`src/design/occupancy_grid_inflate_unit_macros.svh`:
```
// Assertion macros for the occupancy grid inflate unit
`ifndef OCCUPANCY_GRID_INFLATE_UNIT_MACROS_SVH
`define OCCUPANCY_GRID_INFLATE_UNIT_MACROS_SVH

// same-cycle implication
`define OGI_ASSERT_SAME(lbl, pre, post) \
  lbl: assert property (@(posedge clk) disable iff (!rst_n) (pre) |-> (post)) \
    else $error("occupancy grid check failed");

// next-cycle implication
`define OGI_ASSERT_NEXT(lbl, pre, post) \
  lbl: assert property (@(posedge clk) disable iff (!rst_n) (pre) |=> (post)) \
    else $error("occupancy grid sequence check failed");

`endif

```
`src/design/ogi_pkg.sv`:
```
// Shared constants, codes and types for the occupancy grid inflate unit
package ogi_pkg;

  localparam int FORWARD_CELLS = 200;
  localparam int LATERAL_CELLS = 201;

  localparam int RW = $clog2(LATERAL_CELLS);
  localparam int CW = $clog2(FORWARD_CELLS);

  localparam int XMIN_MM       = 1500;
  localparam int XMAX_MM       = (FORWARD_CELLS / 10) * 1000;
  localparam int YMAX_MM       = (((LATERAL_CELLS - 1) / 10) / 2) * 1000;
  localparam int GROUND_MARGIN = 200;

  // x / 100 as (x * 5243) >> 19, exact for magnitudes below 43699
  localparam int DIV_MUL   = 5243;
  localparam int DIV_MUL_W = 13;
  localparam int DIV_SH    = 19;
  localparam int OPA_W     = 16;
  localparam int PROD_W    = OPA_W + DIV_MUL_W;
  localparam int Q_W       = 9;

  localparam int SW = $clog2(FORWARD_CELLS + LATERAL_CELLS + 64 + 2 ** Q_W) + 1;

  localparam int HEIGHT_W  = 13;
  localparam int HALF_W    = 4;
  localparam int CFG_IDX_W = 2;
  localparam int CFG_DAT_W = HEIGHT_W;

  localparam logic [HEIGHT_W-1:0] HEIGHT_RST = HEIGHT_W'(1000);
  localparam logic [HALF_W-1:0]   HALF_RST   = HALF_W'(10);

  localparam logic [CFG_IDX_W-1:0] CFG_LIDAR_HEIGHT = CFG_IDX_W'(0);
  localparam logic [CFG_IDX_W-1:0] CFG_INFLATE_HALF = CFG_IDX_W'(1);

  localparam logic [1:0] FUNC_CLEAR = 2'd0;
  localparam logic [1:0] FUNC_ADD   = 2'd1;
  localparam logic [1:0] FUNC_READ  = 2'd2;

  typedef struct packed {
    logic          clr;
    logic          rd_en;
    logic [RW-1:0] rd_addr;
    logic          wr_en;
    logic [RW-1:0] wr_addr;
  } mem_ctl_t;

endpackage

```
`src/design/ogi_div100.sv`:
```
// Shared reciprocal-multiply unit: registered quotient of a magnitude by 100
module ogi_div100 (
  input  logic                      clk,
  input  logic [ogi_pkg::OPA_W-1:0] op_a,
  output logic [ogi_pkg::Q_W-1:0]   quot
);
  import ogi_pkg::*;

  logic [PROD_W-1:0] prod;
  logic [Q_W-1:0]    quot_r;

  assign prod = PROD_W'(op_a) * PROD_W'(DIV_MUL);

  always_ff @(posedge clk) begin
    quot_r <= prod[DIV_SH +: Q_W];
  end

  assign quot = quot_r;
endmodule

```
`config.mk`:
```
export PLATFORM = sky130hd
export DESIGN_NAME = ogi_div100
export DESIGN_NICKNAME = d
export VERILOG_FILES = /design/src/design/occupancy_grid_inflate_unit_macros.svh /design/src/design/ogi_pkg.sv /design/src/design/ogi_div100.sv
export SDC_FILE = /design/constraint.sdc
export NUM_CORES = 1
export LEC_CHECK = 0
export BUFFER_PORTS_ARGS = -buffer_cell sky130_fd_sc_hd__buf_4
export CAP_MARGIN = 20
export CORE_ASPECT_RATIO = 0.7
export CORE_MARGIN = 4
export CORE_UTILIZATION = 55
export CTS_BUF_LIST = sky130_fd_sc_hd__clkbuf_4
export CTS_CLUSTER_SIZE = 10
export DETAILED_ROUTE_END_ITERATION = 10
export PLACE_DENSITY = 0.73
export SLEW_MARGIN = 20
export SYNTH_ARGS = -nofsm -noshare
export SYNTH_HDL_FRONTEND = slang
export SYNTH_SLANG_ARGS = --single-unit
```
`constraint.sdc`:
```
create_clock -name clk -period 5.4 [get_ports clk]
set_input_delay 0.27 -clock clk [delete_from_list [all_inputs] [get_ports clk]]
set_output_delay 0.27 -clock clk [all_outputs]
set_load 0.005 [all_outputs]
```
==> results of run 1 <==
==> worst max-delay path: cells and delay by family <==
kind / cells / cell delay, ns
buf+inv: 3 / 0.27
xor+xnor: 1 / 0.14
fa+ha+maj: 6 / 2.70
compound gates: 4 / 1.34
simple gates: 1 / 0.09
==> worst max path at each step <==
stage	from	end	slack [ns]	depth (start not counted)
final	op_a[13]	quot[7]	0.77	15
after global routing	op_a[13]	quot[7]	0.47	15
after CTS	op_a[13]	quot[7]	0.79	15
after detailed placement	op_a[13]	quot[7]	0.58	15
after global placement	op_a[13]	quot[7]	0.67	15
after floorplan	op_a[9]	quot[8]	1.05	16
==> layer usage <==
metal	GRT usage	part of all wire	wire length, µm	vias up
li1	-	-	-	1277
met1	0.3572	0.54	4377	1309
met2	0.3015	0.41	3295	68
met3	0.01726	0.042	341	8
met4	0.01892	0.0067	54	0
met5	0	0	0	-
==> where the power goes <==
part / switching (mW) / total (mW) / internal [mW] / leakage, nW
sequential: 0.00988 / 0.123 / 0.113 / 0.0759
clock: 0.0247 / 0.0582 / 0.0336 / 0.0184
combinational: 1.08 / 1.87 / 0.795 / 2.29
total: 1.11 / 2.06 / 0.941 / 2.38
==> through the flow <==
| stage | utilization | hold slack [ns] |
|---|---|---|
| after floorplan | - | 0.5542 |
| after global placement | 0.6191 | 0.6499 |
| after detailed placement | 0.6191 | 0.6508 |
| after CTS | 0.6235 | 0.6516 |
| after global routing | 0.6235 | 0.6969 |
| final | 0.6235 | 0.6557 |
==> area by class of cell <==
type	instances	area, µm²	share of cell area
flip-flops and latches	9	180.2	0.04238
repair buffers	25	187.7	0.04414
well taps	94	117.6	0.02766
inverters	119	446.7	0.1051
multi-input cells	258	3289	0.7737
clock buffers	4	30.03	0.007063
==> cells in the final DEF, fill, tap and decap left out, types with 3 or more instances in the layout <==
cell and instances:
buf_4 25, nand2_1 6, nand4_1 3, fa_1 74, xnor2_1 11, dfxtp_1 9, a21oi_1 12, a21o_1 4
o21ai_0 6, ha_1 102, and2_1 4, clkbuf_4 4, nand3_1 6, nor2_1 5, inv_1 119
==> cell families (layout without fill, tap and decap cells) <==
family                   count (synthesis)  after routing
adder cells (fa/ha/maj)                176            176
flip-flops                               9              9
AO/OA/AOI/OAI                           38             38
buffers and inverters                  119            148
AND/OR/NAND/NOR                         32             32
XOR/XNOR                                12             12
==> results.yml, run 1 <==
run_status:
  status: "completed"
die:
  io_pins: 26
  die-height_um: 78.60
  dieArea_um2: 8556
  fp-row-count: 25
  core_um2: 6819
  start_util: 0.5743
  die_x_um: 108.9
routing:
  dr.pass1.iters: 4
  wl_per_cell_um: 15.85
  num_vias: 2662
  totalWireLength_um: 8068
  viasPerCell: 5.230
  drtIter0Drc: 127
  drc: 0
  antenna_left: 0
synth:
  synthTopCellsByCount: "inv_1, ha_1, fa_1, a21oi_1, xnor2_1"
  synth_top_family_by_area: "adder cells"
  synth_xor_area_frac: 0.02684
  ys_ff_latch: 9
  synth-simple-area-share: 0.04217
  yosysUniqueCellTypes: 35
  avgSynthCellArea_um2: 10.15
  synth_compound_area_frac: 0.06677
  synth.area.top_cells: "fa_1, ha_1, inv_1"
  synthFlopType: "dfxtp_1"
  ys_async_sr_fraction: 0
  synth_most_common_cell: "inv_1"
  synth_mux_area_frac: 0
  synth_cells: 386
  ys_warn_count: 0
  synth_edf_count: 0
  synth_top_area_share: 0.3783
  synthAdderAreaFrac: 0.7042
  synthesis.area_um2: 3916
  seq_area_frac_synth: 0.04601
  synth_top_cell_by_area: "fa_1"
  synth_nets: 579
worst_hold_path:
  hold_end: "quot[8]"
  min-delay-start: "op_a[15]"
  worstHoldPathCells: 4
  hp-class: "in2reg"
pwr:
  total_power_mw: 2.056
  leakagePower_nw: 2.384
  power.density_nw_per_um2: 483.6
  ir_drop_v: 0.0002351
sta:
  fin_ws_ns: 0.7673
  setup_tns_ns: 0
  rsz0062_at_grt: "no"
  finalSetupViolations: 0
  worst_pin_slew_ns: 0.7055
  final-hold-violation-count: 0
  max_freq_mhz: 215.9
  relSlewSlack: 0.5265
  fin_crit_ns: 4.633
  drv_slew: 0
  post-route-period-util: 0.8579
layout:
  fin_area_um2: 4252
  fill_cells: 587
  final-instance-count-excl-fill: 509
  syn2layout_area_growth_pct: 8.562
  largest_reg_flops: 9
  finalNetCount: 609
  diodes: 0
  layout-drive-gt1-share: 0.08434
clock_network:
  hold_buffers: 0
  cts_buffer_depth: 2
  cts.sinks: 9
  cts-root-buf: "clkbuf_4"
  cts_tree: "done"
  post_cts_resized: 0
  clk_pin_slew_worst_paths_ns: 0.06
  cts_max_level: 1
  numCtsBuffers: 3
  cts_setup_buffers: 0
placement:
  place_area_um2: 4222
  place.gp.congestion: 0.8977
  dp.cells: 505
  place_hpwl_um: 7315
  post-place-ws_ns: 0.5769
  port_buffers: 25
setup_path:
  slowest_delay_ns: 0.55
  worstPathRequired_ns: 5.59
  critPathKind: "in2reg"
  critPathMaxFanout: 7
  cp-end-kind: "flop"
  crit_path_top_delay_cell: "fa_1"
  start_kind: "input pin"
  crit_chain: "buf_4 > fa_1 > ha_1 > inv_1 > fa_1 > fa_1 > fa_1 > inv_1 > ha_1 > a21oi_1 > nand2_1 > a2111oi_0 > o21ai_1 > a221oi_2 > xnor2_1"
  path_common_cell: "fa_1"
  arrival_ns: 4.82
global_routing:
  antenna_found_initial: 0
  grt_pass1_vias: 2843
  grt_pass1_wl_um: 14100
  track_usage: 0.2117
  grt_max_degree: 8
  grt_overflow: 0
run:
  cap_violations: 0
(Power assumes the default switching activity.)
==> run 2: changes to the inputs <==
Settings changed: CTS_BUF_LIST sky130_fd_sc_hd__clkbuf_4 to default.
==> run 2 against run 1 <==
Effect of this change:
- non-clock buffer count is the same
- highest routed layer unchanged
- die area is the same
- sequential share of layout area barely moved
- setup slack improved by 0.017 ns
- maximum frequency rose by 0.37%
- critical path depth unchanged
- first-iteration DRC count is 20% lower
- wire length fell by 1.0%
- final cell count is the same
- cell area up 0.35%
- sequential power about the same
- flip-flop and latch count did not move
==> results.yml, run 2 (synthesis gave the netlist of run 1 again) <==
clock_network:
  cts-root-buf: "clkbuf_8"
  cts_setup_buffers: 0
  cts_max_level: 1
  post_cts_resized: 0
  hold_buffers: 0
  cts_buffer_depth: 2
  cts.sinks: 9
  clk_pin_slew_worst_paths_ns: 0.05
  numCtsBuffers: 3
  cts_tree: "done"
routing:
  antenna_left: 0
  drtIter0Drc: 102
  num_vias: 2643
  totalWireLength_um: 7987
  viasPerCell: 5.193
  drc: 0
  dr.pass1.iters: 5
  wl_per_cell_um: 15.69
global_routing:
  grt_overflow: 0
  grt_pass1_vias: 2818
  grt_pass1_wl_um: 13910
  track_usage: 0.2080
  antenna_found_initial: 0
  grt_max_degree: 8
placement:
  dp.cells: 505
  post-place-ws_ns: 0.5769
  place.gp.congestion: 0.8977
  port_buffers: 25
  place_hpwl_um: 7315
sta:
  setup_tns_ns: 0
  final-hold-violation-count: 0
  max_freq_mhz: 216.7
  worst_pin_slew_ns: 0.6172
  fin_crit_ns: 4.615
  finalSetupViolations: 0
  fin_ws_ns: 0.7845
  relSlewSlack: 0.5857
  timing.hold.ws_ns: 0.7008
  post-route-period-util: 0.8547
  drv_slew: 0
  rsz0062_at_grt: "no"
layout:
  final-instance-count-excl-fill: 509
  fill_cells: 581
  finalNetCount: 609
  largest_reg_flops: 9
  syn2layout_area_growth_pct: 8.946
  layout_common_cells: "inv_1, ha_1, fa_1, buf_4, a21oi_1"
  layout-drive-gt1-share: 0.08193
  diodes: 0
  final_common_cell: "inv_1"
die:
  fp-row-count: 25
  die_x_um: 108.9
  dieArea_um2: 8556
  start_util: 0.5743
  die-height_um: 78.60
  io_pins: 26
  core_um2: 6819
run:
  cap_violations: 0
run_status:
  status: "completed"
pwr:
  leakagePower_nw: 2.388
  power.density_nw_per_um2: 484.3
  ir_drop_v: 0.0002351
setup_path:
  worstPathRequired_ns: 5.56
  start_kind: "input pin"
  arrival_ns: 4.78
  critPathKind: "in2reg"
  critPathMaxFanout: 7
  cp-end-kind: "flop"
worst_hold_path:
  hp-class: "in2reg"
run 2: area by class of cell:
cell class	instances	area, µm²	share of cell area
repair buffers	25	187.7	0.04399
inverters	119	446.7	0.1047
flip-flops and latches	9	180.2	0.04223
well taps	94	117.6	0.02757
multi-input cells	258	3289	0.7710
clock buffers	4	45.04	0.01056
run 2: report_power, final:
| group | internal [mW] | switching, mW |
|---|---|---|
| logic | 0.795 | 1.07 |
| registers | 0.113 | 0.00975 |
| clock network | 0.0516 | 0.0279 |
| total | 0.959 | 1.11 |
run 2: layer usage:
layer	global-route usage	wire [µm]	vias up
met4	0.01513	28	0
met2	0.2941	3277	43
met3	0.01726	219	4
met5	0	0	-
met1	0.3540	4461	1321
li1	-	-	1275
run 2: path summary, 6_finish.rpt:
check	from	endpoint	slack [ns]	cells after the start
worst max-delay path	op_a[13]	quot[7]	0.78	15
worst min-delay path	op_a[15]	quot[8]	0.70	4
run 2: through the flow:
step | util | power [mW] | cell area (µm²)
2_1_floorplan | - | 1.486 | 3916
3_3_place_gp | 0.6191 | 1.919 | 4222
3_5_place_dp | 0.6191 | 1.959 | 4222
4_1_cts | 0.6257 | 2.064 | 4267
5_1_grt | 0.6257 | 2.364 | 4267
6_report | 0.6257 | 2.066 | 4267
run 2: worst max-delay path: stages:
cell and delay [ns]:
buf_4 0.16, fa_1 0.49, ha_1 0.30, inv_1 0.07, fa_1 0.45, fa_1 0.53
fa_1 0.55, inv_1 0.04, ha_1 0.38, a21oi_1 0.18, nand2_1 0.09, a2111oi_0 0.46
o21ai_1 0.33, a221oi_2 0.32, xnor2_1 0.14
==> run 3: changes to the inputs <==
Settings changed: CORE_ASPECT_RATIO 0.7 to 1.5.
==> run 3 against run 2 <==
Effect of this change:
- die area about the same
- global-route usage down 1.3 points
- final cell count down 3.1%
- largest power group unchanged
- wire length down 3.9%
- critical path depth unchanged
- critical path type unchanged
- count of clock-buffer cells in the layout down 1
- combinational power about the same
==> results.yml, run 3 (synthesis gave the netlist of run 1 again) <==
layout:
  final_util: 0.6158
  diodes: 0
  syn2layout_area_growth_pct: 8.466
  finalNetCount: 609
  fill_cells: 569
  register_area_um2: 180.2
  final_common_cell: "inv_1"
  final-instance-count-excl-fill: 493
  largest_reg_flops: 9
  multiInputGateArea_um2: 3289
  layout_common_cells: "inv_1, ha_1, fa_1, buf_4, a21oi_1"
  layout-drive-gt1-share: 0.08434
routing:
  antenna_left: 0
  drtIter0Drc: 29
  totalWireLength_um: 7678
  num_vias: 2639
  wl_per_cell_um: 15.57
  dr_wl_met2_um: 4564
  drt-met1-wl_um: 2665
  drc: 0
  wl_met3_um: 136
  routed.top_layer: "met4"
  dr.pass1.iters: 4
  viasPerCell: 5.353
global_routing:
  grt_pass1_wl_um: 13240
  grt_overflow: 0
  antenna_found_initial: 0
  track_usage: 0.1951
  grt_pass1_vias: 2944
  grt_max_degree: 8
placement:
  port_buffers: 25
  place_hpwl_um: 7364
  place.gp.congestion: 0.9344
  post-place-ws_ns: 0.5773
  dp.cells: 489
setup_path:
  arrival_ns: 4.78
  worstPathRequired_ns: 5.56
  cpLargestDelayFamily: "adder cells"
  critPathKind: "in2reg"
  path_buf_inv: 3
  crit_path_top_delay_cell: "fa_1"
  critPathMaxFanout: 7
  slowest_delay_ns: 0.61
  crit_chain: "buf_4 > fa_1 > ha_1 > inv_1 > fa_1 > fa_1 > fa_1 > inv_1 > ha_1 > a21oi_1 > nand2_1 > a2111oi_0 > o21ai_1 > a221oi_2 > xnor2_1"
  path_common_cell: "fa_1"
  cp-end-kind: "flop"
  start_kind: "input pin"
sta:
  max_freq_mhz: 216.1
  rsz0062_at_grt: "no"
  relSlewSlack: 0.6256
  drv_slew: 0
  final-hold-violation-count: 0
  post-route-period-util: 0.8568
  fin_crit_ns: 4.627
  worst_pin_slew_ns: 0.5579
  setup_tns_ns: 0
  fin_ws_ns: 0.7733
  finalSetupViolations: 0
  timing.hold.ws_ns: 0.6766
die:
  core_um2: 6898
  start_util: 0.5677
  fp-row-count: 37
  die-height_um: 111.3
  io_pins: 26
  dieArea_um2: 8562
  die_x_um: 76.90
pwr:
  power.density_nw_per_um2: 477.0
  ir_drop_v: 0.0004324
  p_clk_frac: 0.038
  combPwrFrac: 0.901
  p_int_mw: 0.9568
  switching_share: 0.5278
  leakagePower_nw: 2.391
  seqPwrFrac: 0.061
  switching_power_mw: 1.069
run:
  cap_violations: 0
clock_network:
  cts_setup_buffers: 0
  clk_pin_slew_worst_paths_ns: 0.05
  cts_buffer_depth: 2
  cts-root-buf: "clkbuf_8"
  numCtsBuffers: 3
  cts.sinks: 9
  hold_buffers: 0
  cts_max_level: 1
  post_cts_resized: 0
  cts_tree: "done"
run_status:
  status: "completed"
worst_hold_path:
  hp-class: "in2reg"
run 3: changes by cell type in the layout (fill, tap and decap cells not counted):
cell | previous run | this run
clkbuf_1 | 1 | 0
clkinv_2 | 0 | 1
run 3: path summary, 6_finish.rpt:
path / from / endpoint / depth (start not counted)
setup / recovery: op_a[13] / quot[7] / 15
hold / removal: op_a[15] / quot[8] / 4
run 3: power by group through the flow:
| stage | clock network [mW] | logic, mW | registers (mW) |
|---|---|---|---|
| floorplan | 0 | 1.36 | 0.128 |
| detailed placement | 0 | 1.85 | 0.125 |
| finish | 0.0764 | 1.83 | 0.124 |
| global placement | 0 | 1.80 | 0.124 |
| global route | 0.0803 | 2.10 | 0.127 |
| CTS | 0.0780 | 1.86 | 0.125 |
run 3: through the flow:
| stage | instance area (µm²) | total power [mW] |
|---|---|---|
| 2_1_floorplan | 3916 | 1.486 |
| 3_3_place_gp | 4202 | 1.922 |
| 3_5_place_dp | 4202 | 1.970 |
| 4_1_cts | 4248 | 2.063 |
| 5_1_grt | 4248 | 2.307 |
| 6_report | 4248 | 2.026 |
run 3: tightest hold or removal path: stages:
cell      delay (ns)
buf_4           0.15
inv_1           0.12
xnor2_1         0.21
a311oi_1        0.10
run 3: cell type report:
| class | instances | area share |
|---|---|---|
| multi-input cells | 258 | 0.7744 |
| clock buffers | 3 | 0.009720 |
| flip-flops and latches | 9 | 0.04242 |
| well taps | 78 | 0.02297 |
| clock inverters | 1 | 0.001178 |
| inverters | 119 | 0.1052 |
| repair buffers | 25 | 0.04418 |
run 3: metal layers:
layer,global-route usage,vias up
li1,-,1279
met1,0.2062,1315
met2,0.3877,31
met3,0.02184,14
met4,0.06892,0
met5,0,-
